**src/design/wcrc_pkg.sv**
```systemverilog
package wcrc_pkg;

    localparam int MAX_ROW_WIDTH = 16;
    localparam int PosW = $clog2(MAX_ROW_WIDTH + 3);
    localparam int IdxW = (MAX_ROW_WIDTH > 1) ? $clog2(MAX_ROW_WIDTH) : 1;
    localparam int QBits = 64;

    localparam logic [0:0] CfgMode = 1'b0;
    localparam logic [0:0] CfgWidth = 1'b1;

    localparam logic [2:0] StClean = 3'd0;
    localparam logic [2:0] StData = 3'd1;
    localparam logic [2:0] StPlain = 3'd2;
    localparam logic [2:0] StWeighted = 3'd3;
    localparam logic [2:0] StBad = 3'd4;

    typedef enum logic [4:0] {
        S_IN   = 5'b00001,
        S_DIV  = 5'b00010,
        S_FIX  = 5'b00100,
        S_EMIT = 5'b01000,
        S_ENC  = 5'b10000
    } t_state;

    typedef struct packed {
        logic        take;
        logic        start;
        logic        clear;
        logic        fix;
        logic        emit_next;
        logic        enc_next;
    } t_cmd;

    typedef struct packed {
        logic        mode;
        logic        row_done;
        logic        data_done;
        logic        div_done;
        logic        emit_last;
    } t_status;

endpackage

```
**src/design/wcrc_datapath.sv**
```systemverilog
module wcrc_datapath (
    input  logic                  i_clk,
    input  logic                  i_rst_n,
    input  logic                  i_cfg_we,
    input  logic [0:0]            i_cfg_idx,
    input  logic [4:0]            i_cfg_data,
    input  logic [63:0]           i_word,
    input  logic                  i_matrix_start,
    input  wcrc_pkg::t_cmd        i_cmd,
    output wcrc_pkg::t_status     o_sts,
    output logic [63:0]           o_word,
    output logic [2:0]            o_status,
    output logic                  o_last,
    output logic [47:0]           o_counts
);
    import wcrc_pkg::*;

    logic              r_mode;
    logic [4:0]        r_width;
    logic [PosW-1:0]   r_pos, n_pos;
    logic [63:0]       r_psum, r_wsum, r_pchk, r_wchk;
    logic [15:0]       r_dcnt, r_ccnt, r_wcnt;
    logic [63:0]       r_mem [MAX_ROW_WIDTH];
    logic [63:0]       r_s1;
    logic [2:0]        r_st;
    logic [2:0]        r_enc;
    logic [63:0]       r_num, r_den, r_rem;
    logic [6:0]        r_dcyc;
    logic              r_dbusy, r_dsame, r_dvd;
    logic [63:0]       r_ew;
    logic [PosW-1:0]   w_eff;
    logic [PosW-1:0]   w_p;
    logic [63:0]       s1, s2, w_rem2, w_mag1, w_mag2;
    logic [64:0]       w_sub;
    logic [63:0]       w_prod;
    logic              w_first;

    always_comb begin
        if (r_width == 5'd0) begin
            w_eff = PosW'(1);
        end else if (int'(r_width) > MAX_ROW_WIDTH) begin
            w_eff = PosW'(MAX_ROW_WIDTH);
        end else begin
            w_eff = PosW'(r_width);
        end
    end

    assign w_p = i_cmd.start ? '0 : r_pos;
    assign w_first = (w_p == '0);
    assign n_pos = w_p + PosW'(1);
    assign w_prod = i_word * 64'(w_p + PosW'(1));
    assign s1 = r_psum - r_pchk;
    assign s2 = r_wsum - i_word;
    assign w_mag1 = s1[63] ? (~s1 + 64'd1) : s1;
    assign w_mag2 = s2[63] ? (~s2 + 64'd1) : s2;
    assign w_rem2 = {r_rem[62:0], r_num[63]};
    assign w_sub = {1'b0, w_rem2} - {1'b0, r_den};

    assign o_sts.mode = r_mode;
    assign o_sts.row_done = (w_p == w_eff + PosW'(1));
    assign o_sts.data_done = (w_p + PosW'(1) >= w_eff);
    assign o_sts.div_done = !r_dbusy;
    assign o_sts.emit_last = (r_pos == w_eff + PosW'(1));

    always_ff @(posedge i_clk) begin
        if (!i_rst_n) begin
            r_mode <= 1'b0;
            r_width <= 5'd16;
            r_pos <= '0;
            r_psum <= '0;
            r_wsum <= '0;
            r_pchk <= '0;
            r_dcnt <= '0;
            r_ccnt <= '0;
            r_wcnt <= '0;
            r_dbusy <= 1'b0;
            r_dvd <= 1'b0;
            r_enc <= '0;
        end else begin
            if (i_cfg_we) begin
                if (i_cfg_idx == CfgMode) r_mode <= i_cfg_data[0];
                if (i_cfg_idx == CfgWidth) r_width <= i_cfg_data;
                r_pos <= '0;
                r_psum <= '0;
                r_wsum <= '0;
            end
            if (i_cmd.take) begin
                if (i_matrix_start) begin
                    r_dcnt <= '0;
                    r_ccnt <= '0;
                    r_wcnt <= '0;
                end
                if (!r_mode || w_p < w_eff) begin
                    r_psum <= (w_first ? 64'd0 : r_psum) + i_word;
                    r_wsum <= (w_first ? 64'd0 : r_wsum) + w_prod;
                    if (r_mode) r_mem[w_p[IdxW-1:0]] <= i_word;
                end else if (w_p == w_eff) begin
                    r_pchk <= i_word;
                end else begin
                    r_wchk <= i_word;
                    r_s1 <= s1;
                    r_st <= StClean;
                    r_dvd <= 1'b0;
                    if (s1 != 0 && s2 != 0) begin
                        r_dsame <= (s1[63] == s2[63]);
                        r_num <= w_mag2;
                        r_den <= w_mag1;
                        r_rem <= '0;
                        r_dcyc <= '0;
                        r_dbusy <= 1'b1;
                        r_dvd <= 1'b1;
                    end else if (s2 != 0) begin
                        r_wchk <= r_wsum;
                        r_wcnt <= (r_wcnt == 16'hFFFF) ? r_wcnt : r_wcnt + 16'd1;
                        r_st <= StWeighted;
                    end else if (s1 != 0) begin
                        r_pchk <= r_psum;
                        r_ccnt <= (r_ccnt == 16'hFFFF) ? r_ccnt : r_ccnt + 16'd1;
                        r_st <= StPlain;
                    end
                end
                r_pos <= n_pos;
                if (!r_mode) begin
                    r_ew <= i_word;
                    r_enc <= '0;
                    if (!(w_p + PosW'(1) < w_eff)) r_pos <= '0;
                end else if (w_p == w_eff + PosW'(1)) begin
                    r_pos <= '0;
                end
            end
            if (r_dbusy) begin
                r_num <= {r_num[62:0], !w_sub[64]};
                r_rem <= w_sub[64] ? w_rem2 : w_sub[63:0];
                r_dcyc <= r_dcyc + 7'd1;
                if (r_dcyc == 7'(QBits - 1)) r_dbusy <= 1'b0;
            end
            if (i_cmd.fix && r_dvd) begin
                r_dvd <= 1'b0;
                if (r_dsame && r_num != 0 && r_num <= 64'(w_eff)) begin
                    r_mem[IdxW'(r_num - 64'd1)] <= r_mem[IdxW'(r_num - 64'd1)] - r_s1;
                    r_dcnt <= (r_dcnt == 16'hFFFF) ? r_dcnt : r_dcnt + 16'd1;
                    r_st <= StData;
                end else begin
                    r_st <= StBad;
                end
            end
            if (i_cmd.clear) r_pos <= '0;
            if (i_cmd.emit_next) r_pos <= r_pos + PosW'(1);
            if (i_cmd.enc_next) r_enc <= r_enc + 3'd1;
        end
    end

    always_comb begin
        o_counts = {r_wcnt, r_ccnt, r_dcnt};
        o_last = 1'b0;
        o_status = r_mode ? r_st : StClean;
        o_word = r_ew;
        if (!r_mode) begin
            if (r_enc == 3'd1) o_word = r_psum;
            if (r_enc == 3'd2) begin
                o_word = r_wsum;
                o_last = 1'b1;
            end
        end else begin
            if (r_pos < w_eff) o_word = r_mem[r_pos[IdxW-1:0]];
            else if (r_pos == w_eff) o_word = r_pchk;
            else begin
                o_word = r_wchk;
                o_last = 1'b1;
            end
        end
    end

endmodule

```
**src/design/wcrc_ctrl.sv**
```systemverilog
module wcrc_ctrl (
    input  logic                  i_clk,
    input  logic                  i_rst_n,
    input  logic                  i_in_valid,
    input  logic                  i_matrix_start,
    input  logic                  i_out_ready,
    input  wcrc_pkg::t_status     i_sts,
    output wcrc_pkg::t_cmd        o_cmd,
    output logic                  o_in_ready,
    output logic                  o_out_valid,
    output logic                  o_enc_tail
);
    import wcrc_pkg::*;

    t_state r_state, n_state;
    logic [1:0] r_ecnt;
    logic r_tail;

    assign o_enc_tail = r_tail;
    assign o_in_ready = (r_state == S_IN);
    assign o_out_valid = (r_state == S_EMIT) || (r_state == S_ENC);

    always_comb begin
        o_cmd = '0;
        n_state = r_state;
        o_cmd.start = i_matrix_start;
        case (r_state)
            S_IN: begin
                if (i_in_valid) begin
                    o_cmd.take = 1'b1;
                    if (!i_sts.mode) n_state = S_ENC;
                    else if (i_sts.row_done) n_state = S_DIV;
                end
            end
            S_DIV: begin
                if (i_sts.div_done) n_state = S_FIX;
            end
            S_FIX: begin
                o_cmd.fix = 1'b1;
                n_state = S_EMIT;
            end
            S_EMIT: begin
                if (i_out_ready) begin
                    if (i_sts.emit_last) begin
                        o_cmd.clear = 1'b1;
                        n_state = S_IN;
                    end else begin
                        o_cmd.emit_next = 1'b1;
                    end
                end
            end
            S_ENC: begin
                if (i_out_ready) begin
                    if (!r_tail || r_ecnt == 2'd2) n_state = S_IN;
                    else o_cmd.enc_next = 1'b1;
                end
            end
            default: n_state = S_IN;
        endcase
    end

    always_ff @(posedge i_clk) begin
        if (!i_rst_n) begin
            r_state <= S_IN;
            r_ecnt <= '0;
            r_tail <= 1'b0;
        end else begin
            r_state <= n_state;
            if (o_cmd.take) begin
                r_ecnt <= '0;
                r_tail <= i_sts.data_done;
            end
            if (o_cmd.enc_next) r_ecnt <= r_ecnt + 2'd1;
        end
    end

    assert property (@(posedge i_clk) disable iff (!i_rst_n)
        o_in_ready |-> !o_out_valid) else $error("ready while output pending");
    assert property (@(posedge i_clk) disable iff (!i_rst_n)
        (r_state == S_DIV) |=> (r_state == S_DIV || r_state == S_FIX))
        else $error("bad exit from divide");
    assert property (@(posedge i_clk) disable iff (!i_rst_n)
        (r_state == S_FIX) |=> (r_state == S_EMIT)) else $error("bad exit from fix");
    assert property (@(posedge i_clk) disable iff (!i_rst_n)
        o_cmd.emit_next |-> !o_cmd.clear) else $error("emit step and clear");

endmodule

```
**src/design/weighted_checksum_row_corrector.sv**
```systemverilog
// Encode mode: one result per data word, plus both checksums after the last data word of a
// row; each word is accepted in S_IN and then presented in S_ENC, where both checksums follow the last.
// Correct mode: a row of W data words and two checksums is taken at one word per cycle, then
// a bit-serial divider finds the error column when both differences are nonzero, S_FIX
// applies the fix, and the W+2 buffered words leave at one per cycle while m_axis_tready is
// high. tdata carries 64-bit words; status and counters travel in tuser, zero-filled to whole
// bytes.
module weighted_checksum_row_corrector (
    input  logic        i_clk,
    input  logic        i_rst_n,
    input  logic        i_cfg_we,
    input  logic [0:0]  i_cfg_idx,
    input  logic [4:0]  i_cfg_data,
    input  logic        s_axis_tvalid,
    output logic        s_axis_tready,
    input  logic [63:0] s_axis_tdata,  // word
    input  logic        s_axis_tuser,  // matrix_start
    output logic        m_axis_tvalid,
    input  logic        m_axis_tready,
    output logic [63:0] m_axis_tdata,  // out_word
    output logic        m_axis_tlast,
    output logic [55:0] m_axis_tuser   // row_status, data, checksum, weighted counts
);
    import wcrc_pkg::*;

    t_cmd    cmd;
    t_status sts;
    logic    tail;
    logic [2:0] st;
    logic [47:0] cnt;
    logic    lst;

    wcrc_ctrl u_ctrl (
        .i_clk(i_clk), .i_rst_n(i_rst_n), .i_in_valid(s_axis_tvalid),
        .i_matrix_start(s_axis_tuser), .i_out_ready(m_axis_tready), .i_sts(sts),
        .o_cmd(cmd), .o_in_ready(s_axis_tready), .o_out_valid(m_axis_tvalid),
        .o_enc_tail(tail)
    );

    wcrc_datapath u_dp (
        .i_clk(i_clk), .i_rst_n(i_rst_n), .i_cfg_we(i_cfg_we), .i_cfg_idx(i_cfg_idx),
        .i_cfg_data(i_cfg_data), .i_word(s_axis_tdata), .i_matrix_start(s_axis_tuser),
        .i_cmd(cmd), .o_sts(sts), .o_word(m_axis_tdata), .o_status(st),
        .o_last(lst), .o_counts(cnt)
    );

    assign m_axis_tlast = sts.mode ? lst : (tail && lst);
    assign m_axis_tuser = {5'd0, cnt, st};

endmodule
```
**config.mk**
```make
export PLATFORM = sky130hd
export DESIGN_NAME = weighted_checksum_row_corrector
export DESIGN_NICKNAME = d
export VERILOG_FILES = /design/src/design/wcrc_pkg.sv /design/src/design/wcrc_datapath.sv /design/src/design/wcrc_ctrl.sv /design/src/design/weighted_checksum_row_corrector.sv
export SDC_FILE = /design/constraint.sdc
export NUM_CORES = 2
export LEC_CHECK = 0
export BUFFER_PORTS_ARGS = -buffer_cell sky130_fd_sc_hd__buf_4
export CORE_AREA = 2 2 428 430
export CTS_BUF_LIST = sky130_fd_sc_hd__clkbuf_4 sky130_fd_sc_hd__clkbuf_8
export CTS_CLUSTER_SIZE = 10
export DETAILED_ROUTE_END_ITERATION = 10
export DIE_AREA = 0 0 430 432
export PLACE_DENSITY_LB_ADDON = 0.1
export SYNTH_ARGS = -nofsm -noshare
export SYNTH_HDL_FRONTEND = slang
export SYNTH_SLANG_ARGS = --single-unit
export TNS_END_PERCENT = 10
```
**constraint.sdc**
```tcl
create_clock -name i_clk -period 12.6 [get_ports i_clk]
set_input_delay 1.26 -clock i_clk [delete_from_list [all_inputs] [get_ports i_clk]]
set_output_delay 1.26 -clock i_clk [all_outputs]
set_load 0.005 [all_outputs]
```
==> flow_metrics.tcl <==
set metrics [dict create \
    min_from "s_axis_tdata[17]" \
    synth_fa_ha_area_frac 0.101 \
    synthArstFlopShare 0 \
    fillers 13400 \
    setup_tns_ns 0 \
    regArea_um2 48000 \
    irDropWorstVdd_v 0.000149 \
    htreeDepth 5 \
    portBuffers 193 \
    max_freq_mhz 113 \
    hp-class "primary input to flip-flop" \
    clk_pin_slew_ns 0.07 \
    fin_ws_ns 3.73 \
    synth_ff_type "edfxtp_1" \
    critPathBufInv 5 \
    grt_pass1_vias 86100 \
    r2r_slack_ns 3.73 \
    ys_types 96 \
    synth_top_family_by_area "multiplexers" \
    ys_ff_latch 1686 \
    die_height_um 432 \
    grt_usage 0.422 \
    power.density_nw_per_um2 124 \
    antenna_found_initial 41 \
    gp_congestion 1.03 \
    layout_commonest_cell "edfxtp_1" \
    synthSimpleGateAreaFrac 0.111 \
    drtIter0Drc 11700 \
    synth-edff-count 1418 \
    multi_input_area_um2 59400 \
    insertion_delay_ns 1.10 \
    r2r_start "u_dp.r_pos[1]" \
    maxCapViolCount 0 \
    crit_required_ns 13.50 \
    path_class "flip-flop to flip-flop" \
    synthToLayoutAreaGrowth_pct 9.37 \
    final_cell_mix "edfxtp_1 (1418), nand2_1 (778), inv_1 (690)" \
    crit_family "compound AO/OA/AOI/OAI gates" \
    dieArea_um2 186000 \
    routedWlPerCell_um 31.4 \
    period_minus_slack_ns 8.87 \
    reg2reg_to "u_dp.r_wsum[61]" \
    dp_slack_ns 2.86 \
    cp-end-kind "flip-flop" \
    ys_warn_count 0 \
    start_util 0.614 \
    p_leak_nw 45.9 \
    tightest_slew_ns 1.44 \
    syn_area_per_cell_um2 11.4 \
    core-area_um2 182000 \
    yosys-mux-area-fraction 0.155 \
    power_mw 15.1 \
    cp_slowest_stage_delay_ns 0.84 \
    cp_slowest_cell "a2111oi_0" \
    outcome "finished, final reports clean" \
    root_buffer "clkbuf_8" \
    synthCells 9783 \
    ctsHoldBuffers 0 \
    skew_ns 0.118 \
    grt_max_degree 129 \
    whs_endpoint "u_dp.r_ew[17]" \
    hold_violations 0 \
    cts_buffers 304 \
    vias_per_cell 7.00 \
    cts_sinks 1686 \
    postRouteAntennaNets 0 \
    die_w_um 430 \
    setup_viol 0 \
    synth_xor_area_frac 0.0380 \
    cp-start-kind "flip-flop" \
    drcViolationCount 0 \
    drive_gt1_frac 0.168 \
    cts_resized 0 \
    ios 199 \
    rows 157 \
    synth-compound-area-share 0.123 \
    rsz0062_at_grt "no" \
    min_period_over_period 0.704 \
    totalWireLength_um 394000 \
    post_cts_buffers 0 \
    grt_pass1_wl_um 573000 \
    clk_path_buf_depth 4 \
    cts_tree "yes" \
    arrival_ns 9.78 \
    hold_ws_ns 0.476 \
    synth_area_um2 112000 \
    hold_depth 1 \
    synth_seq_area_share 0.430 \
    fin_nets 10800 \
    reg2regPathDepth 28 \
    worstPathMaxFanout 62 \
    dr.pass1.iters 7 \
    overflow 0 \
    drv_slew 0 \
    max-slew-margin-rel 0.0287 \
    vias 88000 \
    hpwl_um 277000 \
]
==> per-stage QoR <==
stage               utilization  area [um^2]  instances
floorplan                     -       112000       9787
global placement          0.639       116000      12000
detailed placement        0.639       116000      12000
CTS                       0.672       122000      12500
global route              0.672       122000      12600
finish                    0.672       122000      12600
==> logic make-up after synthesis <==
family	Yosys count
adder cells (fa/ha/maj)	723
other	1
flip-flops	1686
buffers and inverters	1228
multiplexers	919
XOR/XNOR	483
AO/OA/AOI/OAI	2177
AND/OR/NAND/NOR	2566
==> worst register-to-register path: cells and delay by family (launching register included) <==
family	cells	cell delay, ns
buffers and inverters	5	0.76
AO/OA/AOI/OAI	9	2.85
adder cells (fa/ha/maj)	6	2.55
flip-flops	1	0.55
AND/OR/NAND/NOR	6	1.75
XOR/XNOR	2	0.29
==> cell type report <==
cell class	count	area share
Clock inverter	95	0.00683
Antenna cell	16	0.000328
Multi-Input combinational cell	6873	0.486
Tap cell	2385	0.0244
Sequential cell	1686	0.393
Timing Repair Buffer	403	0.0256
Inverter	693	0.0214
Clock buffer	412	0.0421
==> power breakdown <==
part	internal, mW	total [mW]	switching [mW]	leakage, nW
clock	2.94	5.28	2.34	3.14
sequential	6.22	6.35	0.124	15.1
combinational	1.22	3.52	2.30	27.7
total	10.4	15.1	4.77	45.9
==> Yosys cell counts (28+ instances only) <==
cell         n  area [um^2]
edfxtp_1  1418        42600
nand2_1    782         2940
inv_1      691         2590
a21oi_1    667         3340
mux4_2     640        14400
nor2_1     631         2370
o21ai_0    498         2490
clkbuf_1   426         1600
ha_1       421         5270
fa_1       302         6050
xnor2_1    288         2520
dfxtp_1    268         5370
a21o_1     233         1750
nor3_1     229         1150
and2_1     225         1410
mux2i_1    207         2070
xor2_1     194         1700
nand3_1    114          571
o211ai_1   109          818
a211oi_1   106          796
nand4_1     95          594
nor3b_1     92          691
o21bai_1    77          578
buf_1       75          282
mux2_2      72          811
and3_1      71          444
o21a_1      71          533
nand2b_1    68          425
a31oi_1     65          407
a21boi_0    64          480
nor2b_1     64          400
nor4_1      47          294
or3_1       44          275
o31ai_1     38          285
or2_2       28          175
==> state kept, by name, indices dropped and copies added (netlist names), 2 cells and up, named ones only <==
signal          flops
u_dp.r_mem       1024
u_dp.r_den         64
u_dp.r_ew          64
u_dp.r_num         64
u_dp.r_pchk        64
u_dp.r_psum        64
u_dp.r_s1          64
u_dp.r_wchk        64
u_dp.r_wsum        64
u_dp.r_rem         63
u_dp.r_ccnt        16
u_dp.r_dcnt        16
u_dp.r_wcnt        16
u_dp.r_dcyc         7
u_ctrl.r_state      5
u_dp.r_pos          5
u_dp.r_width        5
u_dp.r_enc          3
u_dp.r_st           3
u_ctrl.r_ecnt       2
==> metal layers <==
layer  wire length, um  vias to the layer above  track usage  share of wire
met2            173000                     6530        0.629           0.44
met5               182                        -            0        0.00046
li1                  -                    36900            -              -
met1            146000                    43400        0.570           0.37
met4             20900                       26        0.198          0.053
met3             54000                     1118        0.127           0.14
==> worst max path at each step <==
| stage | start | end | slack (ns) | cells after the start |
|---|---|---|---|---|
| after floorplan | s_axis_tdata[0] | u_dp.r_den[0] | 1.57 | 14 |
| after detailed placement | s_axis_tuser | u_dp.r_wsum[61] | 2.86 | 29 |
| after global placement | s_axis_tuser | u_dp.r_wsum[61] | 3.00 | 29 |
| after CTS | u_dp.r_pos[1] | u_dp.r_wsum[61] | 3.85 | 28 |
| final | u_dp.r_pos[1] | u_dp.r_wsum[61] | 3.73 | 28 |
| after global routing | u_dp.r_pos[1] | u_dp.r_wsum[61] | 3.40 | 28 |
No activity file was read; power rests on OpenSTA's default activity.
